### src/rtl/wmot_pkg.sv
`timescale 1ns / 1ps
// wmot_pkg: shared types and constants for the windowed momentum order trigger
// used by windowed_momentum_order_trigger, wmot_order_checker and the testbench; no dependencies

package wmot_pkg;

  // default sizing, handed down as top level parameters
  localparam int WINDOW_MAX_DEF = 64;
  localparam int PRICE_BITS_DEF = 32;

  // fixed field widths
  localparam int LOOKBACK_W = 7;
  localparam int WORD_W     = 32;
  localparam int ID_W       = 64;
  localparam int CFG_IDX_W  = 3;
  localparam int ID_BASE_W  = 30;

  // order ids start at client_id times this, plus one
  localparam logic [ID_BASE_W-1:0] ID_BASE = 30'd1_000_000_000;

  typedef enum logic [CFG_IDX_W-1:0] {
    CFG_LOOKBACK_LEN     = 3'd0,
    CFG_MOVE_THRESHOLD   = 3'd1,
    CFG_TRADE_ORDER_SIZE = 3'd2,
    CFG_PROBE_PERIOD     = 3'd3,
    CFG_PROBE_ORDER_SIZE = 3'd4,
    CFG_CLIENT_ID        = 3'd5
  } cfg_reg_t;

  typedef enum logic {
    CMD_TRADE = 1'b0,
    CMD_TICK  = 1'b1
  } cmd_t;

  typedef enum logic {
    SIDE_BUY  = 1'b0,
    SIDE_SELL = 1'b1
  } side_t;

  typedef enum logic {
    KIND_MOMENTUM = 1'b0,
    KIND_PROBE    = 1'b1
  } kind_t;

endpackage

### src/rtl/windowed_momentum_order_trigger.sv
`timescale 1ns / 1ps
// windowed_momentum_order_trigger: momentum and probe order generator, top level
// uses wmot_pkg and wmot_ring
//
//   channel | signals                                       | transfer when
//   --------+-----------------------------------------------+---------------------
//   input   | in_valid, in_stall, cmd, price                | in_valid & !in_stall
//   output  | out_valid, out_stall, order_side/qty/id/kind  | out_valid & !out_stall
//   config  | cfg_valid, cfg_ready, cfg_index, cfg_data     | cfg_valid & cfg_ready
//
// one item per cycle sustained while in_stall is low; an order passes the middle stage and the
// ring read port (both loaded when its item is taken), then the output register
// the middle stage holds while the output register is stalled; cfg_ready is always high
// rst (synchronous) clears control state; the ring needs no clearing pass
// in_stall rises only when the middle stage is full and the output register is held

module windowed_momentum_order_trigger #(
  parameter int WINDOW_MAX = wmot_pkg::WINDOW_MAX_DEF,
  parameter int PRICE_BITS = wmot_pkg::PRICE_BITS_DEF
) (
  input  logic                           clk,
  input  logic                           rst,
  input  logic                           in_valid,
  output logic                           in_stall,
  input  logic                           cmd,
  input  logic [wmot_pkg::WORD_W-1:0]    price,
  output logic                           out_valid,
  input  logic                           out_stall,
  output logic                           order_side,
  output logic [wmot_pkg::WORD_W-1:0]    order_qty,
  output logic [wmot_pkg::ID_W-1:0]      order_id,
  output logic                           order_kind,
  input  logic                           cfg_valid,
  output logic                           cfg_ready,
  input  logic [wmot_pkg::CFG_IDX_W-1:0] cfg_index,
  input  logic [wmot_pkg::WORD_W-1:0]    cfg_data
);

  localparam int PTR_W  = $clog2(WINDOW_MAX);
  localparam int CNT_W  = $clog2(WINDOW_MAX + 1);
  localparam int LEN_W  = (CNT_W > wmot_pkg::LOOKBACK_W) ? CNT_W : wmot_pkg::LOOKBACK_W;
  localparam int DIFF_W = (PRICE_BITS > wmot_pkg::WORD_W) ? PRICE_BITS : wmot_pkg::WORD_W;
  localparam int PROD_W = wmot_pkg::WORD_W + wmot_pkg::ID_BASE_W;

  // configuration registers
  logic [wmot_pkg::LOOKBACK_W-1:0] lookback_len;
  logic [wmot_pkg::WORD_W-1:0]     move_threshold;
  logic [wmot_pkg::WORD_W-1:0]     trade_order_size;
  logic [wmot_pkg::WORD_W-1:0]     probe_period;
  logic [wmot_pkg::WORD_W-1:0]     probe_order_size;

  // state
  logic [PTR_W-1:0]            write_pointer;
  logic [CNT_W-1:0]            fill_count;
  logic [wmot_pkg::ID_W-1:0]   next_id;
  logic [wmot_pkg::WORD_W-1:0] tick_phase;
  logic                        probe_is_buy;

  // middle stage
  logic                  s1_valid;
  logic                  s1_kind;
  logic                  s1_side;
  logic                  s1_check;
  logic                  s1_same;
  logic [PRICE_BITS-1:0] s1_newest;
  logic [PRICE_BITS-1:0] ring_rd_data;

  logic                  in_xfer;
  logic                  cfg_xfer;
  logic                  is_trade;
  logic                  is_tick;
  logic [63:0]           price_ext;
  logic [PRICE_BITS-1:0] p;
  logic [CNT_W-1:0]      len_eff;
  logic [CNT_W-1:0]      len_m1;
  logic [CNT_W-1:0]      fill_inc;
  logic [CNT_W-1:0]      fill_count_next;
  logic [PTR_W-1:0]      write_pointer_next;
  logic [PTR_W-1:0]      rd_addr;
  logic [CNT_W-1:0]      rd_addr_wide;
  logic [CNT_W-1:0]      wp_wide;
  logic [wmot_pkg::WORD_W-1:0] tick_phase_inc;
  logic                  probe_fire;
  logic                  s1_adv;
  logic                  s1_order;
  logic                  s1_fire;
  logic                  rise;
  logic                  fall;
  logic [PRICE_BITS-1:0] oldest;
  logic [DIFF_W-1:0]     up_move;
  logic [DIFF_W-1:0]     down_move;
  logic [DIFF_W-1:0]     thr_ext;
  logic [PROD_W-1:0]     id_prod;

  assign cfg_ready = 1'b1;
  assign cfg_xfer  = cfg_valid & cfg_ready;

  assign s1_adv   = !out_valid || !out_stall;
  assign in_stall = s1_valid && !s1_adv;
  assign in_xfer  = in_valid && !in_stall;
  assign is_trade = in_xfer && (cmd == wmot_pkg::CMD_TRADE);
  assign is_tick  = in_xfer && (cmd == wmot_pkg::CMD_TICK);

  assign price_ext = 64'(price);
  assign p         = price_ext[PRICE_BITS-1:0];

  // window length, clamped to the ring size
  always_comb begin
    if (LEN_W'(lookback_len) > LEN_W'(WINDOW_MAX)) begin
      len_eff = CNT_W'(WINDOW_MAX);
    end else begin
      len_eff = CNT_W'(lookback_len);
    end
  end

  assign len_m1   = len_eff - CNT_W'(1);
  assign fill_inc = fill_count + CNT_W'(1);
  assign fill_count_next = (fill_inc > len_eff) ? len_eff : fill_inc;

  assign write_pointer_next = (write_pointer == PTR_W'(WINDOW_MAX - 1)) ? '0
                            : write_pointer + PTR_W'(1);

  // oldest slot of the window, modulo the ring size
  assign wp_wide = CNT_W'(write_pointer);
  always_comb begin
    if (wp_wide >= len_m1) begin
      rd_addr_wide = wp_wide - len_m1;
    end else begin
      rd_addr_wide = wp_wide + CNT_W'(WINDOW_MAX) - len_m1;
    end
  end
  assign rd_addr = rd_addr_wide[PTR_W-1:0];

  wmot_ring #(
    .DEPTH  (WINDOW_MAX),
    .DATA_W (PRICE_BITS)
  ) u_ring (
    .clk     (clk),
    .wr_en   (is_trade),
    .wr_addr (write_pointer),
    .wr_data (p),
    .rd_en   (in_xfer),
    .rd_addr (rd_addr),
    .rd_data (ring_rd_data)
  );

  assign tick_phase_inc = tick_phase + wmot_pkg::WORD_W'(1);
  assign probe_fire     = (probe_period != '0) && (tick_phase_inc >= probe_period);

  // client id times the id base; always even, so the plus one is a bit set
  assign id_prod = PROD_W'(cfg_data) * PROD_W'(wmot_pkg::ID_BASE);

  always_ff @(posedge clk) begin
    if (rst) begin
      lookback_len     <= '0;
      move_threshold   <= '0;
      trade_order_size <= '0;
      probe_period     <= '0;
      probe_order_size <= '0;
    end else if (cfg_xfer) begin
      unique case (cfg_index)
        wmot_pkg::CFG_LOOKBACK_LEN:     lookback_len     <= cfg_data[wmot_pkg::LOOKBACK_W-1:0];
        wmot_pkg::CFG_MOVE_THRESHOLD:   move_threshold   <= cfg_data;
        wmot_pkg::CFG_TRADE_ORDER_SIZE: trade_order_size <= cfg_data;
        wmot_pkg::CFG_PROBE_PERIOD:     probe_period     <= cfg_data;
        wmot_pkg::CFG_PROBE_ORDER_SIZE: probe_order_size <= cfg_data;
        default: ;
      endcase
    end
  end

  always_ff @(posedge clk) begin
    if (rst) begin
      write_pointer <= '0;
      fill_count    <= '0;
      tick_phase    <= '0;
      probe_is_buy  <= 1'b1;
    end else begin
      if (is_trade) begin
        write_pointer <= write_pointer_next;
        fill_count    <= fill_count_next;
      end
      if (cfg_xfer && cfg_index == wmot_pkg::CFG_PROBE_PERIOD) begin
        tick_phase <= '0;
      end else if (is_tick && probe_period != '0) begin
        tick_phase <= probe_fire ? '0 : tick_phase_inc;
        if (probe_fire) begin
          probe_is_buy <= !probe_is_buy;
        end
      end
    end
  end

  always_ff @(posedge clk) begin
    if (rst) begin
      next_id <= wmot_pkg::ID_W'(1);
    end else if (cfg_xfer && cfg_index == wmot_pkg::CFG_CLIENT_ID) begin
      next_id <= wmot_pkg::ID_W'(id_prod) | wmot_pkg::ID_W'(1);
    end else if (s1_fire) begin
      next_id <= next_id + wmot_pkg::ID_W'(1);
    end
  end

  // middle stage: ring read data lines up with these
  always_ff @(posedge clk) begin
    if (rst) begin
      s1_valid <= 1'b0;
    end else if (in_xfer) begin
      s1_valid <= 1'b1;
    end else if (s1_adv) begin
      s1_valid <= 1'b0;
    end
  end

  always_ff @(posedge clk) begin
    if (in_xfer) begin
      s1_newest <= p;
      s1_same   <= (len_eff == CNT_W'(1));
      if (cmd == wmot_pkg::CMD_TRADE) begin
        s1_kind  <= wmot_pkg::KIND_MOMENTUM;
        s1_check <= (len_eff != '0) && (fill_count_next >= len_eff);
        s1_side  <= wmot_pkg::SIDE_BUY;
      end else begin
        s1_kind  <= wmot_pkg::KIND_PROBE;
        s1_check <= probe_fire;
        s1_side  <= probe_is_buy ? wmot_pkg::SIDE_BUY : wmot_pkg::SIDE_SELL;
      end
    end
  end

  // a one-price window compares the price with itself
  assign oldest    = s1_same ? s1_newest : ring_rd_data;
  assign up_move   = DIFF_W'(s1_newest) - DIFF_W'(oldest);
  assign down_move = DIFF_W'(oldest) - DIFF_W'(s1_newest);
  assign thr_ext   = DIFF_W'(move_threshold);
  assign rise      = (s1_newest > oldest) && (up_move > thr_ext);
  assign fall      = (oldest > s1_newest) && (down_move > thr_ext);

  assign s1_order = s1_check && ((s1_kind == wmot_pkg::KIND_PROBE) || rise || fall);
  assign s1_fire  = s1_valid && s1_adv && s1_order;

  always_ff @(posedge clk) begin
    if (rst) begin
      out_valid <= 1'b0;
    end else if (s1_fire) begin
      out_valid <= 1'b1;
    end else if (!out_stall) begin
      out_valid <= 1'b0;
    end
  end

  always_ff @(posedge clk) begin
    if (s1_fire) begin
      order_id   <= next_id;
      order_kind <= s1_kind;
      if (s1_kind == wmot_pkg::KIND_PROBE) begin
        order_side <= s1_side;
        order_qty  <= probe_order_size;
      end else begin
        order_side <= rise ? wmot_pkg::SIDE_BUY : wmot_pkg::SIDE_SELL;
        order_qty  <= trade_order_size;
      end
    end
  end

  a_ptr_range: assert property (@(posedge clk) disable iff (rst)
    write_pointer <= PTR_W'(WINDOW_MAX - 1))
    else $error("ring write pointer out of range");

  a_fill_range: assert property (@(posedge clk) disable iff (rst)
    fill_count <= CNT_W'(WINDOW_MAX))
    else $error("fill count above ring size");

  a_stall_needs_s1: assert property (@(posedge clk) disable iff (rst)
    in_stall |-> (s1_valid && out_valid))
    else $error("input stalled with room in the pipeline");

  a_id_step: assert property (@(posedge clk) disable iff (rst)
    (s1_fire && !cfg_xfer) |=> (next_id == $past(next_id) + wmot_pkg::ID_W'(1)))
    else $error("order id did not advance by one");

  a_phase_below_period: assert property (@(posedge clk) disable iff (rst)
    (probe_period != '0) |-> (tick_phase < probe_period))
    else $error("tick phase reached the probe period");

endmodule

### src/rtl/wmot_ring.sv
`timescale 1ns / 1ps
// wmot_ring: price ring memory, one write port and one registered read port
// standalone; sized by the top level parameters

module wmot_ring #(
  parameter int DEPTH  = 64,
  parameter int DATA_W = 32
) (
  input  logic                     clk,
  input  logic                     wr_en,
  input  logic [$clog2(DEPTH)-1:0] wr_addr,
  input  logic [DATA_W-1:0]        wr_data,
  input  logic                     rd_en,
  input  logic [$clog2(DEPTH)-1:0] rd_addr,
  output logic [DATA_W-1:0]        rd_data
);

  logic [DATA_W-1:0] mem [DEPTH];

  always_ff @(posedge clk) begin
    if (wr_en) begin
      mem[wr_addr] <= wr_data;
    end
  end

  // read before write when addresses collide; the top never relies on it
  always_ff @(posedge clk) begin
    if (rd_en) begin
      rd_data <= mem[rd_addr];
    end
  end

endmodule

### config.mk
export PLATFORM = sky130hd
export DESIGN_NAME = windowed_momentum_order_trigger
export DESIGN_NICKNAME = d
export VERILOG_FILES = /design/src/rtl/wmot_pkg.sv /design/src/rtl/windowed_momentum_order_trigger.sv /design/src/rtl/wmot_ring.sv
export SDC_FILE = /design/constraint.sdc
export NUM_CORES = 2
export LEC_CHECK = 0
export ABC_AREA = 1
export BUFFER_PORTS_ARGS = -buffer_cell sky130_fd_sc_hd__buf_4
export CORE_ASPECT_RATIO = 2
export CORE_MARGIN = 8
export CORE_UTILIZATION = 35
export DETAILED_ROUTE_END_ITERATION = 10
export MAX_ROUTING_LAYER = met4
export PLACE_DENSITY = 0.6
export SKIP_CTS_REPAIR_TIMING = 1
export SLEW_MARGIN = 0
export SYNTH_ARGS = -nofsm -noshare
export SYNTH_HDL_FRONTEND = slang
export SYNTH_SLANG_ARGS = --single-unit
### constraint.sdc
create_clock -name clk -period 7.1 [get_ports clk]
set_input_delay 0.355 -clock clk [delete_from_list [all_inputs] [get_ports clk]]
set_output_delay 0.355 -clock clk [all_outputs]
set_load 0.02 [all_outputs]
# After elaboration in Yosys (flattened, before gate mapping)
# Memory sizes are Yosys's and may differ from the RTL's. A register that Yosys moved wholly into a read port is not among the register bits.
# Cells that the tools add are included.
[word_totals]
in_bits = 73
regBits = 381
memories = 1
out_inout_bits = 101
mem_bits_rw = 2048
wordCells = 108
[op_classes]
n_mux = 20
mul = 1
n_lt_le_gt_ge = 9
reduce_logical = 35
n_bitwise = 2
eq_ne = 8
n_addsub = 10
[mem_list]
columns = ["name", "depth", "word_bits", "rd", "rd_clocked_by_memory_dff", "wr", "line", "rtl"]
rows = [
  ["u_ring.mem", 64, 32, 1, 1, 1, "wmot_ring.sv:18", "logic [DATA_W-1:0] mem [DEPTH];"],
]
[ops]
columns = ["op", "n"]
rows = [
  ["$gt A32 B32 Y1", 4],
  ["$mux W62", 2],
  ["$mux W32", 3],
  ["$add A64 B1 Y64 const B", 1],
  ["$sub A32 B32 Y32", 2],
  ["$mul A32 B21 Y53 const B", 1],
  ["$add A32 B1 Y32 const B", 1],
  ["$ge A32 B32 Y1", 1],
  ["$reduce_bool A32 Y1", 1],
  ["$logic_and A1 B1 Y1", 14],
  ["$mux W7", 2],
  ["$add A6 B1 Y6 const B", 2],
  ["$mux W6", 2],
  ["$sub A6 B6 Y6", 2],
  ["$mux W1", 11],
  ["$reduce_and A2 Y1", 5],
  ["$add A7 B1 Y7 const B", 1],
  ["$eq A7 B1 Y1 const B", 1],
  ["$ge A6 B7 Y1", 1],
  ["$ge A7 B7 Y1", 1],
  ["$gt A7 B7 Y1", 1],
  ["$gt A7 B7 Y1 const B", 1],
  ["$reduce_bool A7 Y1", 1],
  ["$sub A7 B1 Y7 const B", 1],
  ["12 further kinds", 23],
]

# Longest topological paths before layout
[logic_depth]
ltp_word = 10
mapped_depth = 35

# By module
# From an unflattened synthesis, not the netlist that was laid out.
[unflattened]
hier_cells = 11677
area_unflattened_um2 = 120961.0
[modules_own_cells]
columns = ["mod", "instances", "seq_area_each_um2", "area_each_um2", "cells_each"]
rows = [
  ["wmot_ring", 1, 62459.9, 83058.4, 6769],
  ["windowed_momentum_order_trigger", 1, 8968.6, 37902.6, 4908],
]

# Worst setup path before layout
# Ideal clock, no wire load.
[synth_path]
path_type = "input port to flip-flop"
start = "input cfg_data[5] (netlist bit)"
end = "register next_id[54] (netlist bit)"
arrival_ns = 5.442
stages = 24
n_path_buf = 0
path_slack_ns = 1.543
path_cell_list = "inv_1 -> fa_1 -> fa_1 -> fa_1 -> fa_1 -> fa_1 -> inv_1 -> fa_1 -> inv_1 -> fa_1 -> inv_1 -> ha_1 -> nand2_1 -> nor2_1 -> inv_1 -> nor2_1 -> nand4_1 -> or2_2 -> nand3_1 -> nand2_1 -> nand3_1 -> nand2_1 -> nor2_1 -> nor2_1"
[synth_via]
elab_chain_len = 2
[synth_rtl]
columns = ["item", "line", "rtl"]
rows = [
  ["start, declared", "windowed_momentum_order_trigger.sv:36", "input logic [wmot_pkg::WORD_W-1:0] cfg_data"],
  ["$mul A32 B21 Y53", "windowed_momentum_order_trigger.sv:151", "assign id_prod = PROD_W'(cfg_data) * PROD_W'(wmot_pkg::ID_BASE);"],
  ["$mux W62", "windowed_momentum_order_trigger.sv:197", "end else if (cfg_xfer && cfg_index == wmot_pkg::CFG_CLIENT_ID) begin"],
  ["end signal, assigned", "windowed_momentum_order_trigger.sv:196", "next_id <= wmot_pkg::ID_W'(1);"],
  ["end signal, assigned", "windowed_momentum_order_trigger.sv:198", "next_id <= wmot_pkg::ID_W'(id_prod) | wmot_pkg::ID_W'(1);"],
  ["end signal, assigned", "windowed_momentum_order_trigger.sv:200", "next_id <= next_id + wmot_pkg::ID_W'(1);"],
  ["end, declared", "windowed_momentum_order_trigger.sv:55", "logic [wmot_pkg::ID_W-1:0] next_id;"],
]
# Every way passes these cells.
# A chain may end at the register's enable or synchronous reset.

# Worst setup path in the final report
[layout_path]
start = "register s1_same"
end = "register out_valid"
[layout_via]
elab_chain_len = 9
word_cells_on_any_way = 15
[layout_rtl]
columns = ["item", "line", "rtl"]
rows = [
  ["start, declared", "windowed_momentum_order_trigger.sv:64", "logic s1_same;"],
  ["start signal, assigned", "windowed_momentum_order_trigger.sv:218", "s1_same <= (len_eff == CNT_W'(1));"],
  ["$mux W32 *", "windowed_momentum_order_trigger.sv:232", "assign oldest = s1_same ? s1_newest : ring_rd_data;"],
  ["$sub A32 B32 Y32", "windowed_momentum_order_trigger.sv:233", "assign up_move = DIFF_W'(s1_newest) - DIFF_W'(oldest);"],
  ["$gt A32 B32 Y1", "windowed_momentum_order_trigger.sv:236", "assign rise = (s1_newest > oldest) && (up_move > thr_ext);"],
  ["$logic_and A1 B1 Y1", "windowed_momentum_order_trigger.sv:236", ""],
  ["$logic_or A1 B1 Y1", "windowed_momentum_order_trigger.sv:239", "assign s1_order = s1_check && ((s1_kind == wmot_pkg::KIND_PROBE) || rise || fall);"],
  ["$logic_or A1 B1 Y1 *", "windowed_momentum_order_trigger.sv:239", ""],
  ["$logic_and A1 B1 Y1 *", "windowed_momentum_order_trigger.sv:239", ""],
  ["$logic_and A1 B1 Y1 *", "windowed_momentum_order_trigger.sv:240", "assign s1_fire = s1_valid && s1_adv && s1_order;"],
  ["$ne A2 B1 Y1 (no source line) / $mux W1 (equally long branches)", "--", ""],
  ["end signal, assigned", "windowed_momentum_order_trigger.sv:244", "out_valid <= 1'b0;"],
  ["end signal, assigned", "windowed_momentum_order_trigger.sv:246", "out_valid <= 1'b1;"],
  ["end signal, assigned", "windowed_momentum_order_trigger.sv:248", "out_valid <= 1'b0;"],
  ["end, declared", "windowed_momentum_order_trigger.sv:27", "output logic out_valid,"],
]
# Every way passes the cells marked *; elsewhere a longest branch is shown, timed or not.

==> impl_metrics.tcl <==
set metrics [dict create \
    r2r-start "s1_same" \
    postSynthAreaPerCell_um2 11.1 \
    drv_cap 0 \
    reg.largest.list "u_ring.mem: 2048 flops, next_id: 64 flops, order_id: 64 flops" \
    crit_slowest_cell "edfxtp_1" \
    worst_pin_slew_ns 1.10 \
    cts_buffers 211 \
    hold_viol 3 \
    synth-main-ff-cell "edfxtp_1" \
    drive_gt1_frac 0.102 \
    synth_fa_ha_area_frac 0.0989 \
    die_x_um 431 \
    holdWs_ns -0.0192 \
    drtPass1Iterations 6 \
    htreeDepth 4 \
    p_int_uw 30700 \
    areaGrowthSynthToFinish_pct 12.0 \
    first_global_vias 82695 \
    status "finished with violations" \
    drc 0 \
    crit_type "reg -> reg" \
    synth_async_sr_flop_share 0 \
    cp_slowest_stage_delay_ns 0.93 \
    fin_nets 11791 \
    wire_per_inst_um 24.6 \
    yosysSeqAreaShare 0.592 \
    clkPwrFrac 0.211 \
    use_met2 0.394 \
    p_leak_uw 0.0493 \
    synth_compound_area_frac 0.0968 \
    sw_frac_of_total 0.440 \
    p_comb_frac 0.494 \
    track_usage 0.210 \
    cts_sinks 2461 \
    largest_register "u_ring.mem" \
    drtAntennaViolNets 0 \
    synth_xor_xnor_area_share 0.00942 \
    fin_crit_sh 0.943 \
    pre_cts_ws_ns 0.243 \
    antenna_found_initial 15 \
    pin_count 174 \
    io_buffers 172 \
    syn_nets 11686 \
    seqPwrFrac 0.294 \
    viasPerCell 5.27 \
    rsz0062_at_grt "false" \
    busiest_layer "met2" \
    fin_skew_ns 0.0810 \
    die-area_mm2 0.365 \
    min_from "cfg_data[21]" \
    worstPathArrival_ns 7.47 \
    violations "negative hold slack" \
    yosysUniqueCellTypes 65 \
    fillers 33198 \
    hold_path_class "in -> reg" \
    fin_crit_ns 6.69 \
    synth_top_family_by_area "simple AND/OR/NAND/NOR gates" \
    clockBufferDepth 4 \
    path_clk_slew_ns 0.07 \
    finalWeightedCongestion 0.993 \
    max_freq_mhz 149 \
    wirelength_um 387000 \
    cp-end-kind "register" \
    hpwlAfterDp_um 268000 \
    timing.setup.tns_ns 0 \
    start_util 0.351 \
    cts_tree "yes" \
    vias 82981 \
    crit_top_cell "nand2_1" \
    synthSimpleGateAreaFrac 0.127 \
    maxSlewViolCount 0 \
    die_h_um 846 \
    setup_slack_ns 0.405 \
    synth_edf_count 2214 \
    rows 305 \
    critical_path_required_ns 7.88 \
    ir_drop_v 0.000643 \
    grt_first_pass_wirelength_um 555000 \
    ys.warnings.count 0 \
    grt_max_degree 169 \
    cts_root_buf "clkbuf_16" \
    ys_seq_elements 2461 \
    path_max_fanout 18 \
    p_per_area_mw_per_mm2 406 \
    overflow 0 \
    synthMuxAreaShare 0.0239 \
    insertion_delay_ns 0.89 \
    slew_headroom 0.265 \
    met1_usage 0.202 \
    start_kind "register" \
    total_power_uw 54800 \
    first_iter_violations 6337 \
    fin_util 0.393 \
    crit_start "s1_same" \
    syn_inst 10848 \
    fp.coreArea_mm2 0.344 \
    use_met3 0.0185 \
    final-setup-viol-count 0 \
    p_switching_uw 24100 \
    largest_reg_flops 2048 \
    synth_area_mm2 0.121 \
]
[cell usage after synthesis, types with 247 or more instances]
cell type  number  area, um^2
edfxtp_1     2214       66500
nor2_1       2050        7690
nand2_1      1074        4030
inv_1        1021        3830
o21ai_0       835        4180
o32ai_1       512        4480
ha_1          450        5630
a21oi_1       394        1970
nand3_1       356        1780
clkbuf_1      322        1210
fa_1          315        6310
mux2_2        256        2880
dfxtp_1       247        4940
[cells by family (layout without fill, tap and decap cells)]
group,after synthesis,after routing
AOI/OAI and AO/OA,1899,1899
xor gates and xnor gates,129,129
adders and majority gates,765,765
buffers and inverters,1579,1849
DFF,2461,2461
muxes,256,256
other,1,12
and+or+nand+nor,3758,3758
[worst max-delay path, delay by kind of cell (launching register included)]
family	cells	cell delay, ns
AND/OR/NAND/NOR	13	2.15
buffers and inverters	7	1.47
flip-flops	1	0.93
AO/OA/AOI/OAI	5	1.19
XOR/XNOR	1	0.11
adder cells (fa/ha/maj)	2	0.72
[power by group through the flow]
stage	Clock (uW)	Sequential, uW	Combinational [uW]
after detailed placement	0	16500	27000
after global placement	0	16500	27200
after CTS	11800	16100	27200
after global routing	12300	16100	29500
final	11600	16100	27100
after floorplan	0	16400	16200
[final timing paths]
| path | endpoint | slack [ns] | depth (start not counted) |
|---|---|---|---|
| max | out_valid | 0.41 | 28 |
| min reg2reg | tick_phase[21] | 0.47 | 2 |
| max reg2reg | out_valid | 0.41 | 28 |
| min | probe_period[21] | -0.02 | 3 |
[routing by layer]
metal | share of wire | vias to the layer above
li1 | - | 38127
met1 | 0.33 | 41323
met2 | 0.54 | 2499
met3 | 0.038 | 1032
met4 | 0.083 | 0
met5 | 0 | -
[stage by stage]
stage | area [um^2] | hold WS, ns | instances
final | 135000 | -0.0192 | 15734
after global routing | 135000 | 0.00418 | 15734
after CTS | 135000 | -0.248 | 15702
after detailed placement | 128000 | 0.456 | 15324
after global placement | 128000 | 0.455 | 15324
after floorplan | 121000 | 0.431 | 10848
[final cells by class]
class / count / area (um^2) / area share
tap: 4605 / 5760 / 0.0426
timing repair buffer: 436 / 3800 / 0.0281
inverter: 1035 / 3910 / 0.0289
sequential: 2461 / 71400 / 0.528
antenna: 11 / 27.5 / 0.000204
multi-input combinational: 6808 / 43600 / 0.322
clock buffer: 259 / 5540 / 0.0410
clock inverter: 119 / 1150 / 0.00848
[layout by cell type, fill, tap and decap left out, types with 18 or more instances in the layout]
master / instances
o32ai_1: 512
nor3_1: 71
clkinv_2: 39
nor4_1: 29
nand2_1: 1074
ha_1: 449
nor2_4: 69
clkinv_1: 43
xnor2_1: 31
bufinv_16: 18
mux2_2: 256
xor2_1: 94
buf_4: 377
o21ai_0: 834
nand4_1: 83
dlygate4sd3_1: 21
fa_1: 314
nor2_1: 1984
dfxtp_1: 247
clkbuf_16: 214
clkbuf_1: 43
o21bai_1: 23
inv_1: 1018
edfxtp_1: 2214
nand3_1: 355
o21ai_1: 56
a21oi_1: 394
buf_12: 38
Power figures use the tool's default switching activity.
